### src/design/lzs_pkg.sv
// lzs_pkg: shared types and constants of the layer z-order stack.
// Used by the level cells, the sequencer and the top level.
package lzs_pkg;

  localparam int LAY_W = 8;
  localparam int DEP_W = 9;

  localparam logic signed [DEP_W-1:0] DEPTH_HIDDEN = -9'sd1;

  typedef enum logic [1:0] {
    FN_ALLOC = 2'd0,
    FN_SET   = 2'd1,
    FN_FREE  = 2'd2,
    FN_NOP   = 2'd3
  } lzs_func_t;

  // Shift command broadcast to every level cell.
  typedef struct packed {
    logic             load;
    logic [LAY_W-1:0] dst;
    logic [LAY_W-1:0] lay;
    logic             move;
    logic             take_prev;
    logic [LAY_W-1:0] lo;
    logic [LAY_W-1:0] hi;
  } lzs_shift_t;

  // Allocation flag update.
  typedef struct packed {
    logic             set;
    logic             clr;
    logic [LAY_W-1:0] idx;
  } lzs_use_t;

  // Lookup of the captured layer and of the lowest free layer.
  typedef struct packed {
    logic             lay_ok;
    logic             used;
    logic             hit;
    logic [LAY_W-1:0] level;
    logic             free_any;
    logic [LAY_W-1:0] free_idx;
  } lzs_look_t;

endpackage

### src/design/lzs_level_cell.sv
// lzs_level_cell: one stacking level, holds the layer shown there.
// Loads a layer or takes its neighbor's entry on a shift; uses lzs_pkg.
module lzs_level_cell #(
  parameter int LEVEL = 0
) (
  input  logic               clk,
  input  lzs_pkg::lzs_shift_t shift,
  input  logic [7:0]         prev_id,
  input  logic [7:0]         next_id,
  output logic [7:0]         id
);
  import lzs_pkg::*;

  localparam logic [LAY_W-1:0] LVL = LAY_W'(LEVEL);

  always_ff @(posedge clk) begin
    priority if (shift.load && shift.dst == LVL) begin
      id <= shift.lay;
    end else if (shift.move && LVL >= shift.lo && LVL <= shift.hi) begin
      id <= shift.take_prev ? prev_id : next_id;
    end
  end

endmodule

### config.mk
export PLATFORM = sky130hd
export DESIGN_NAME = lzs_level_cell
export DESIGN_NICKNAME = d
export VERILOG_FILES = /design/src/design/lzs_pkg.sv /design/src/design/lzs_level_cell.sv
export SDC_FILE = /design/constraint.sdc
export NUM_CORES = 1
export LEC_CHECK = 0
export BUFFER_PORTS_ARGS = -buffer_cell sky130_fd_sc_hd__buf_2
export CELL_PAD_IN_SITES_DETAIL_PLACEMENT = 2
export CELL_PAD_IN_SITES_GLOBAL_PLACEMENT = 2
export CORE_MARGIN = 1.5
export CORE_UTILIZATION = 14
export DETAILED_ROUTE_END_ITERATION = 12
export PLACE_DENSITY = 0.68
export SLEW_MARGIN = 10
export SYNTH_ARGS = -nofsm -noshare
export SYNTH_HDL_FRONTEND = slang
export SYNTH_SLANG_ARGS = --single-unit
### constraint.sdc
create_clock -name clk -period 2.23 [get_ports clk]
set_clock_uncertainty 0.15 [all_clocks]
set_input_delay 0.446 -clock clk [delete_from_list [all_inputs] [get_ports clk]]
set_output_delay 0.446 -clock clk [all_outputs]
set_load 0.005 [all_outputs]
==> flow_metrics.py <==
metrics = {
    "placement": {
        "post-dp-hpwl_mm": 1.399,
        "io_buffer_count": 51,
        "place.gp.congestion": 0.5995,
    },
    "cts": {
        "clockBufferDepth": 2,
        "cts_htree_levels": 1,
        "cts_setup_buffers": 0,
        "numCtsBuffers": 3,
        "clkSinkCount": 8,
        "path_clk_slew_ns": 0.06,
        "tritoncts": "yes",
        "post_cts_resize_count": 0,
        "cts_hold_buffers": 0,
        "cts_root_buf": "clkbuf_4",
    },
    "outcome": {
        "status": "completed",
    },
    "floorplan": {
        "die-area_um2": 3924,
        "row_count": 21,
        "die_x_um": 62.64,
        "coreArea_um2": 3363,
        "start_util": 0.1481,
        "num_io_pins": 60,
        "fp.dieH_um": 62.64,
    },
    "route": {
        "vias_per_cell": 3.818,
        "ant_nets": 0,
        "wl_per_cell_um": 12.25,
        "first_iter_violations": 3,
        "drc": 0,
        "wirelength_mm": 1.617,
        "dr.pass1.iters": 2,
        "route.vias.total": 504,
    },
    "worst_setup_path": {
        "arrival_ns": 1.38,
        "critPathMaxStageDelay_ns": 0.31,
        "end_kind": "flop",
        "crit_family": "simple AND/OR/NAND/NOR gates",
        "cp-start-kind": "primary input",
        "cp_max_fo": 9,
        "worstPathRequired_ns": 2.04,
        "cp_slowest_cell": "nor3_1",
        "critical_path_buf_inv_count": 2,
        "crit_chain": "buf_2, nor3_1, nand3_4, o41ai_2, buf_4",
        "crit_type": "in2reg",
    },
    "final_layout": {
        "largest_reg_flops": 8,
        "fin_nets": 140,
        "layout-drive-gt1-share": 0.8605,
        "top_register": "id",
        "area_delta_synth_final_pct": 69.35,
        "diodes": 0,
        "largestRegisters": "id: 8 flops",
        "fill_cells": 416,
    },
    "logic_synthesis": {
        "syn_area_um2": 498.0,
        "synth_top_area_frac": 0.4824,
        "synth.distinct_cells": 10,
        "syn_nets": 84,
        "syn_area_per_cell_um2": 15.56,
        "ys_seq_area_frac": 0.4824,
        "syn_inst": 32,
        "synth_edf_count": 8,
        "synth_warnings": 0,
        "synth_commonest_cells": "16 x mux2_2, 8 x edfxtp_1",
        "async_flop_share": 0,
        "synth_ff_type": "edfxtp_1",
        "synth_area_leader_cell": "edfxtp_1",
        "synth_most_common_cell": "mux2_2",
        "synth_seq_cells": 8,
        "synth.area.top_cells": "edfxtp_1 48%, mux2_2 36%, nor4b_4 4.8%, nand3_4 3.5%, o41ai_1 1.8%",
    },
    "power_and_ir_drop": {
        "p_leak_nw": 0.3781,
        "vdd_drop_max_uv": 86.71,
        "p_total_mw": 0.3525,
        "powerDensity_nw_per_um2": 418.0,
    },
    "sta": {
        "min_period_ns": 1.572,
        "finalSetupTns_ns": 0,
        "report.final.slew_viol_count": 0,
        "max_slew_margin": 0.7811,
        "post-route-period-util": 0.7050,
        "setup_viol": 0,
        "rsz0062_at_grt": "no",
        "tightest_slew_ns": 0.3259,
        "fmax_mhz": 636.1,
        "finalHoldViolations": 0,
        "hold_ws_ns": 0.3445,
    },
    "min_path": {
        "min_path_type": "in2reg",
    },
    "global_route": {
        "grt_pass1_vias": 585,
        "antenna_found_initial": 0,
        "grt_usage": 0.08790,
        "gr-total-overflow": 0,
        "grt_max_degree": 10,
        "grt_pass1_wl_mm": 2.649,
    },
    "run": {
        "timing.max_cap.violations": 0,
    },
}
[worst paths after layout]
path                  start  depth (start not counted)     to  slack [ns]
setup / recovery  shift[29]                          5  id[3]        0.66
hold / removal    shift[21]                          2  id[3]        0.34
[placed cells by master (no fill, tap or decap)]
cell	n
buf_2	51
buf_4	1
clkbuf_4	3
edfxtp_1	8
mux2_2	16
nand3_4	1
nand3b_1	1
nor2_1	1
nor3_1	1
nor4_1	1
nor4b_4	1
o41ai_2	1
[layout make-up]
class	instances	area (um^2)	share of cell area
clock buffers	3	22.52	0.02671
multi-input cells	23	260.3	0.3086
flip-flops and latches	8	240.2	0.2849
well taps	46	57.56	0.06825
repair buffers	52	262.8	0.3116
[layer usage]
metal	GRT usage	up-vias	share of wire	routed length (um)
li1	-	238	-	-
met5	0	-	0	0
met1	0.08919	234	0.35	570
met3	0.03243	0	0.096	156
met2	0.1667	32	0.55	890
met4	0.02500	0	0	0
[kinds of logic after synthesis]
| group | synth area share |
|---|---|
| simple gates | 0.1281 |
| mux | 0.3618 |
| buf+inv | 0.01004 |
| flops | 0.4824 |
| compound gates | 0.01759 |
[power breakdown]
part	switching [mW]	internal (mW)	total, mW	leakage, nW
logic	0.0225	0.0472	0.0697	0.292
clock network	0.0535	0.0619	0.115	0.0138
registers	0.000142	0.167	0.167	0.0719
total	0.0761	0.276	0.353	0.378
[through the flow]
stage / instances / setup WS (ns) / utilization / area (um^2)
after detailed placement: 129 / 0.3477 / 0.2440 / 820.8
after global placement: 129 / 0.3888 / 0.2440 / 820.8
after CTS: 132 / 0.6215 / 0.2507 / 843.3
after global routing: 132 / 0.5493 / 0.2507 / 843.3
final: 132 / 0.6579 / 0.2507 / 843.3
after floorplan: 32 / 0.3208 / - / 505.5
Note: power is estimated with default switching activity, not from simulation.
