File: src/design/lzs_pkg.sv
// lzs_pkg: shared types and constants of the layer z-order stack.
// Used by the level cells, the sequencer and the top level.
package lzs_pkg;

  localparam int LAY_W = 8;
  localparam int DEP_W = 9;

  localparam logic signed [DEP_W-1:0] DEPTH_HIDDEN = -9'sd1;

  typedef enum logic [1:0] {
    FN_ALLOC = 2'd0,
    FN_SET   = 2'd1,
    FN_FREE  = 2'd2,
    FN_NOP   = 2'd3
  } lzs_func_t;

  // Shift command broadcast to every level cell.
  typedef struct packed {
    logic             load;
    logic [LAY_W-1:0] dst;
    logic [LAY_W-1:0] lay;
    logic             move;
    logic             take_prev;
    logic [LAY_W-1:0] lo;
    logic [LAY_W-1:0] hi;
  } lzs_shift_t;

  // Allocation flag update.
  typedef struct packed {
    logic             set;
    logic             clr;
    logic [LAY_W-1:0] idx;
  } lzs_use_t;

  // Lookup of the captured layer and of the lowest free layer.
  typedef struct packed {
    logic             lay_ok;
    logic             used;
    logic             hit;
    logic [LAY_W-1:0] level;
    logic             free_any;
    logic [LAY_W-1:0] free_idx;
  } lzs_look_t;

endpackage

File: src/design/lzs_in_if.sv
// lzs_in_if: request channel of the layer z-order stack.
// Valid/ready handshake with the request fields; no dependencies.
interface lzs_in_if;
  logic              valid;
  logic              ready;
  logic [1:0]        func;
  logic [7:0]        layer;
  logic signed [8:0] want_depth;

  modport source (output valid, func, layer, want_depth, input ready);
  modport sink   (input valid, func, layer, want_depth, output ready);
endinterface

File: src/design/lzs_out_if.sv
// lzs_out_if: result channel of the layer z-order stack.
// Valid/ready handshake with the result fields; no dependencies.
interface lzs_out_if;
  logic              valid;
  logic              ready;
  logic              ok;
  logic [7:0]        layer_out;
  logic signed [8:0] new_depth;
  logic              redraw;
  logic [8:0]        map_from;
  logic [8:0]        draw_low;
  logic signed [8:0] draw_high;

  modport source (output valid, ok, layer_out, new_depth, redraw, map_from, draw_low,
                  draw_high, input ready);
  modport sink   (input valid, ok, layer_out, new_depth, redraw, map_from, draw_low,
                  draw_high, output ready);
endinterface

File: src/design/lzs_seq.sv
// lzs_seq: item sequencer, depth clamp, move decode and result register.
// Holds the top level; drives the level cells' shift command; uses lzs_pkg.
module lzs_seq (
  input  logic                clk,
  input  logic                rst,
  lzs_in_if.sink              req,
  lzs_out_if.source           rsp,
  input  lzs_pkg::lzs_look_t  look,
  output logic [7:0]          lay_q,
  output logic signed [8:0]   top_level,
  output lzs_pkg::lzs_shift_t shift,
  output lzs_pkg::lzs_use_t   use_cmd
);
  import lzs_pkg::*;

  typedef enum logic [3:0] {
    ST_IDLE = 4'b0001,
    ST_LOOK = 4'b0010,
    ST_EXEC = 4'b0100,
    ST_HOLD = 4'b1000
  } state_t;

  state_t            state;
  lzs_func_t         func_q;
  logic signed [8:0] want_q;
  lzs_look_t         look_q;

  logic signed [9:0] old, top10, want10, tgt, lim, d;
  logic              moving, changed, lower, hide, raise, show;
  logic signed [9:0] top_next;
  logic              res_ok, res_redraw;
  logic [7:0]        res_layer;
  logic signed [9:0] res_depth, res_from, res_high;

  assign req.ready = (state == ST_IDLE);

  always_comb begin
    old    = look_q.hit ? $signed({2'b00, look_q.level}) : -10'sd1;
    top10  = $signed({top_level[8], top_level});
    want10 = $signed({want_q[8], want_q});
    tgt    = (func_q == FN_SET) ? want10 : -10'sd1;
    lim    = (old >= 0) ? top10 : top10 + 10'sd1;
    if (tgt > lim) begin
      d = lim;
    end else if (tgt < -10'sd1) begin
      d = -10'sd1;
    end else begin
      d = tgt;
    end

    moving  = look_q.lay_ok && look_q.used &&
              (func_q == FN_SET || (func_q == FN_FREE && old >= 0));
    changed = moving && (d != old);
    lower   = changed && (old > d) && (d >= 0);
    hide    = changed && (old > d) && (d < 0);
    raise   = changed && (d > old) && (old >= 0);
    show    = changed && (d > old) && (old < 0);

    top_next = top10;
    if (hide) begin
      top_next = top10 - 10'sd1;
    end else if (show) begin
      top_next = top10 + 10'sd1;
    end

    shift.load      = (state == ST_EXEC) && changed && !hide;
    shift.dst       = d[7:0];
    shift.lay       = lay_q;
    shift.take_prev = lower || show;
    shift.lo        = (lower || show) ? 8'(d + 10'sd1) : old[7:0];
    if (lower) begin
      shift.hi = old[7:0];
    end else if (show) begin
      shift.hi = 8'(top10 + 10'sd1);
    end else if (raise) begin
      shift.hi = 8'(d - 10'sd1);
    end else begin
      shift.hi = 8'(top10 - 10'sd1);
    end
    shift.move = (state == ST_EXEC) &&
                 (lower || raise || (hide && old < top10) || (show && d <= top10));

    use_cmd.set = (state == ST_EXEC) && (func_q == FN_ALLOC) && look_q.free_any;
    use_cmd.clr = (state == ST_EXEC) && (func_q == FN_FREE) && look_q.lay_ok && look_q.used;
    use_cmd.idx = (func_q == FN_ALLOC) ? look_q.free_idx : lay_q;

    res_redraw = changed;
    res_from   = '0;
    res_high   = -10'sd1;
    if (lower) begin
      res_from = d + 10'sd1;
      res_high = old;
    end else if (hide) begin
      res_high = old - 10'sd1;
    end else if (raise || show) begin
      res_from = d;
      res_high = d;
    end

    unique case (func_q)
      FN_ALLOC: begin
        res_ok    = look_q.free_any;
        res_layer = look_q.free_any ? look_q.free_idx : '0;
        res_depth = -10'sd1;
      end
      FN_NOP: begin
        res_ok    = 1'b0;
        res_layer = lay_q;
        res_depth = old;
      end
      default: begin
        res_ok    = look_q.lay_ok && look_q.used;
        res_layer = lay_q;
        res_depth = moving ? d : -10'sd1;
      end
    endcase
  end

  always_ff @(posedge clk) begin
    if (rst) begin
      state     <= ST_IDLE;
      rsp.valid <= 1'b0;
      top_level <= DEPTH_HIDDEN;
    end else begin
      unique case (state)
        ST_IDLE: begin
          if (req.valid) begin
            state <= ST_LOOK;
          end
        end
        ST_LOOK: begin
          state <= ST_EXEC;
        end
        ST_EXEC: begin
          rsp.valid <= 1'b1;
          top_level <= top_next[8:0];
          state     <= ST_HOLD;
        end
        ST_HOLD: begin
          if (rsp.ready) begin
            rsp.valid <= 1'b0;
            state     <= ST_IDLE;
          end
        end
        default: begin
          state <= ST_IDLE;
        end
      endcase
    end
  end

  always_ff @(posedge clk) begin
    if (state == ST_IDLE && req.valid) begin
      func_q <= lzs_func_t'(req.func);
      lay_q  <= req.layer;
      want_q <= req.want_depth;
    end
    if (state == ST_LOOK) begin
      look_q <= look;
    end
    if (state == ST_EXEC) begin
      rsp.ok        <= res_ok;
      rsp.layer_out <= res_layer;
      rsp.new_depth <= res_depth[8:0];
      rsp.redraw    <= res_redraw;
      rsp.map_from  <= res_from[8:0];
      rsp.draw_low  <= res_from[8:0];
      rsp.draw_high <= res_high[8:0];
    end
  end

  a_no_accept_while_full: assert property (@(posedge clk) disable iff (rst)
    rsp.valid |-> !req.ready)
    else $error("request taken while result pending");

  a_top_moves_in_exec: assert property (@(posedge clk) disable iff (rst)
    (state != ST_EXEC) |=> $stable(top_level))
    else $error("top level changed outside execute");

  a_top_floor: assert property (@(posedge clk) disable iff (rst)
    top_level >= DEPTH_HIDDEN)
    else $error("top level below hidden");

  a_result_after_exec: assert property (@(posedge clk) disable iff (rst)
    $rose(rsp.valid) |-> $past(state == ST_EXEC))
    else $error("result raised without execute");

  a_redraw_needs_ok: assert property (@(posedge clk) disable iff (rst)
    (rsp.valid && rsp.redraw) |-> rsp.ok)
    else $error("redraw on refused item");

endmodule

File: src/flat_wrapper.sv
// flat-port wrapper written by rule: the top's interface ports become plain ports
module lzs_seq_flat import lzs_pkg::*;
  (clk, rst, look, lay_q, top_level, shift, use_cmd, req_valid, req_func, req_layer, req_want_depth, req_ready, rsp_valid, rsp_ok, rsp_layer_out, rsp_new_depth, rsp_redraw, rsp_map_from, rsp_draw_low, rsp_draw_high, rsp_ready);
  lzs_in_if req_i ();
  lzs_out_if rsp_i ();
  input  logic clk;
  input  logic rst;
  input  lzs_pkg::lzs_look_t look;
  output logic [7:0] lay_q;
  output logic signed [8:0] top_level;
  output lzs_pkg::lzs_shift_t shift;
  output lzs_pkg::lzs_use_t use_cmd;
  input wire logic [$bits(req_i.valid)-1:0] req_valid;
  input wire logic [$bits(req_i.func)-1:0] req_func;
  input wire logic [$bits(req_i.layer)-1:0] req_layer;
  input wire logic [$bits(req_i.want_depth)-1:0] req_want_depth;
  output wire logic [$bits(req_i.ready)-1:0] req_ready;
  output wire logic [$bits(rsp_i.valid)-1:0] rsp_valid;
  output wire logic [$bits(rsp_i.ok)-1:0] rsp_ok;
  output wire logic [$bits(rsp_i.layer_out)-1:0] rsp_layer_out;
  output wire logic [$bits(rsp_i.new_depth)-1:0] rsp_new_depth;
  output wire logic [$bits(rsp_i.redraw)-1:0] rsp_redraw;
  output wire logic [$bits(rsp_i.map_from)-1:0] rsp_map_from;
  output wire logic [$bits(rsp_i.draw_low)-1:0] rsp_draw_low;
  output wire logic [$bits(rsp_i.draw_high)-1:0] rsp_draw_high;
  input wire logic [$bits(rsp_i.ready)-1:0] rsp_ready;
  assign req_i.valid = req_valid;
  assign req_i.func = req_func;
  assign req_i.layer = req_layer;
  assign req_i.want_depth = req_want_depth;
  assign req_ready = req_i.ready;
  assign rsp_valid = rsp_i.valid;
  assign rsp_ok = rsp_i.ok;
  assign rsp_layer_out = rsp_i.layer_out;
  assign rsp_new_depth = rsp_i.new_depth;
  assign rsp_redraw = rsp_i.redraw;
  assign rsp_map_from = rsp_i.map_from;
  assign rsp_draw_low = rsp_i.draw_low;
  assign rsp_draw_high = rsp_i.draw_high;
  assign rsp_i.ready = rsp_ready;
  lzs_seq u_core (.clk(clk), .rst(rst), .req(req_i), .rsp(rsp_i), .look(look), .lay_q(lay_q), .top_level(top_level), .shift(shift), .use_cmd(use_cmd));
endmodule
File: config.mk
export PLATFORM = sky130hd
export DESIGN_NAME = lzs_seq_flat
export DESIGN_NICKNAME = d
export VERILOG_FILES = /design/src/design/lzs_pkg.sv /design/src/design/lzs_in_if.sv /design/src/design/lzs_out_if.sv /design/src/design/lzs_seq.sv /design/src/flat_wrapper.sv
export SDC_FILE = /design/constraint.sdc
export NUM_CORES = 1
export LEC_CHECK = 0
export BUFFER_PORTS_ARGS = -buffer_cell sky130_fd_sc_hd__buf_4
export CAP_MARGIN = 20
export CORE_AREA = 4 4 135 137
export CTS_CLUSTER_SIZE = 8
export DETAILED_ROUTE_END_ITERATION = 6
export DIE_AREA = 0 0 139 141
export PLACE_DENSITY = 0.61
export SYNTH_ARGS = -nofsm -noshare
export SYNTH_HDL_FRONTEND = slang
export SYNTH_SLANG_ARGS = --single-unit
File: constraint.sdc
create_clock -name clk -period 7 [get_ports clk]
set_input_delay 1.05 -clock clk [delete_from_list [all_inputs] [get_ports clk]]
set_output_delay 1.05 -clock clk [all_outputs]
set_load 0.01 [all_outputs]
==> impl_metrics.tcl <==
set metrics [dict create \
    place_area_sq_mm 0.00833 \
    synthAdderAreaFrac 0.0830 \
    ys_types 89 \
    power_mw 1.47 \
    grt_usage 0.221 \
    die_w_um 139 \
    grt_pass1_wl_um 34000 \
    h-tree-depth 3 \
    grt_start_max_net_pins 39 \
    power_density_mw_per_mm2 159 \
    antenna_found_initial 0 \
    avgSynthCellArea_sq_um 9.50 \
    rsz0062_at_grt "yes" \
    async_reset_ff_frac 0 \
    drt_wl_total_um 22200 \
    slowest_delay_ps 360 \
    placementRows 48 \
    maxCapViolCount 0 \
    synth_mux_area_frac 0.0377 \
    fin_setup_tns_ps 0 \
    synthCells 710 \
    synth_top_family_by_area "simple AND/OR/NAND/NOR gates" \
    ys_seq_area_frac 0.380 \
    clock-sinks 90 \
    insertion_delay_ps 360 \
    cpLargestDelayFamily "compound AO/OA/AOI/OAI gates" \
    setup_ws_ps 70.7 \
    min_from "u_core.state[1]" \
    fin_nets 994 \
    cp-end-kind "output pin" \
    final_max_slew_viol_count 0 \
    cp_slowest_cell "dfxtp_2" \
    cp-start-kind "register" \
    cp_max_fo 10 \
    fin_crit_ps 6930 \
    synth_seq_cells 90 \
    grt.overflow.total 0 \
    dp_slack_ps 28.5 \
    first_iter_violations 464 \
    final_antenna_net_count 0 \
    initial_core_util 0.395 \
    gp_congestion 0.994 \
    wl_per_cell_um 19.5 \
    synth_compound_area_frac 0.173 \
    synthesis.nets 796 \
    synth_edf_count 76 \
    grt_pass1_vias 6042 \
    leakage_nw 3.89 \
    finalHoldViolations 0 \
    crit_required_ps 5950 \
    synthXorXnorAreaFrac 0.0586 \
    pin_count 153 \
    core_area_sq_mm 0.0171 \
    critPathKind "register to output pin" \
    via_count 6219 \
    io_buffers 152 \
    max_slew_margin 0.516 \
    synth_flop_cell "edfxtp_1" \
    antenna_cells 0 \
    cp-startpoint "u_core.top_level[0]" \
    first_pass_iters 6 \
    synth_warnings 0 \
    finalCritPeriodShare 0.990 \
    tightest_slew_ps 725 \
    r2r-start "u_core.top_level[0]" \
    area_growth_pct 37.1 \
    whs_ps 502 \
    cts_made_buffers 9 \
    hold_path_class "register to register" \
    cts_tree "done" \
    dpl.hpwl_um 17000 \
    worst_ep_arrival_time_ps 5880 \
    clockBufferDepth 2 \
    finalClockSkew_ps 8.86 \
    fin_area_sq_mm 0.00924 \
    die-height_um 141 \
    synth-simple-area-share 0.192 \
    drive_above_1_share 0.383 \
    drc_errors 0 \
    status "finished, final reports clean" \
    setup_viol 0 \
    cp_num_buf_inv 7 \
    max_freq_mhz 144 \
    peakVddDrop_uv 122 \
    clk_pin_slew_ps 70 \
    drt-vias-per-instance 5.46 \
    syn-cell-area_sq_mm 0.00674 \
    postCtsHoldBufs 0 \
    clock-root-buffer "clkbuf_16" \
    die_area_sq_mm 0.0196 \
]
[stage by stage]
| stage | instances | utilization |
|---|---|---|
| 2_1_floorplan | 710 | - |
| 3_3_place_gp | 1094 | 0.488 |
| 3_5_place_dp | 1094 | 0.488 |
| 4_1_cts | 1127 | 0.523 |
| 5_1_grt | 1138 | 0.542 |
| 6_report | 1138 | 0.542 |
[Yosys cell counts (4+ instances only)]
library cell	number	area, sq um
buf_6	5	56.3
buf_4	19	143
nor2b_1	13	81.3
buf_2	7	35.0
inv_2	6	22.5
nand4_1	8	50.1
nor2_1	55	206
o31ai_1	4	30.0
dfxtp_1	14	280
nand3_1	21	105
a2bb2oi_1	7	61.3
inv_1	38	143
clkbuf_1	17	63.8
or3_1	9	56.3
mux2i_1	14	140
nor3_1	19	95.1
xnor2_1	33	289
nand2b_1	19	119
nor4_1	8	50.1
clkinv_1	4	15.0
nand2_1	60	225
a31oi_1	4	25.0
and3_1	5	31.3
o21ai_0	47	235
o211ai_1	7	52.6
edfxtp_1	76	2280
a21o_1	4	30.0
nor3_4	4	65.1
a21oi_1	48	240
ha_1	43	538
o21ai_1	8	40.0
[area by class of cell]
type	count	area, sq um
Sequential cell	90	2560
Multi-Input combinational cell	521	4020
Timing Repair Buffer	238	1870
Clock buffer	10	229
Inverter	48	181
Clock inverter	6	96.3
Tap cell	225	282
Fill cell	1567	7820
[layer usage]
metal	up-vias	track usage	part of all wire	wire length [um]
met4	0	0.100	0.036	796
met5	-	0	0	0
li1	2948	-	-	-
met2	287	0.352	0.47	10500
met1	2937	0.292	0.42	9240
met3	47	0.0444	0.077	1710
[final timing paths]
check                            to  slack (ps)  cells after the start
max                        shift[3]          70                     29
min                 u_core.state[3]         500                      1
max reg2reg  u_core.rsp.map_from[8]        1380                     30
min reg2reg         u_core.state[3]         500                      1
[flip-flops by register name, summed over array words and instances, names as in the netlist]
signal	flops
u_core.look_q	20
u_core.rsp.draw_high	9
u_core.rsp.map_from	9
u_core.rsp.new_depth	9
u_core.top_level	9
u_core.want_q	9
u_core.lay_q	8
u_core.rsp.layer_out	8
u_core.state	4
u_core.func_q	2
u_core.rsp.ok	1
u_core.rsp.redraw	1
u_core.rsp.valid	1
[power by group]
part           switching, mW  total, mW  internal, mW  leakage [nW]
combinational          0.178      0.325         0.147          2.90
sequential            0.0112      0.607         0.595         0.830
clock                  0.222      0.541         0.318         0.156
total                  0.411       1.47          1.06          3.89
[what timing repair did]
action | 4_1_cts | 5_1_grt
buffers inserted | 17 | 12
gates resized for setup | 29 | 47
pin swaps | 23 | 31
setup endpoints to repair | 18 | 19
[cell families after synthesis]
family	Yosys count
simple gates	242
fa+ha+maj	45
flops	90
compound gates	173
buf+inv	99
mux	22
xor+xnor	39
[layout by cell type, fill, tap and decap left out, drive strengths merged, types with 23 or more instances in the layout]
master  Yosys  final
nor2       58     58
nand2      61     61
ha         43     43
inv        44     47
o21ai      56     56
nor3       23     23
edfxtp     76     76
a21oi      50     50
xnor2      35     35
buf        34    238
No activity file was read; power rests on OpenSTA's default activity.
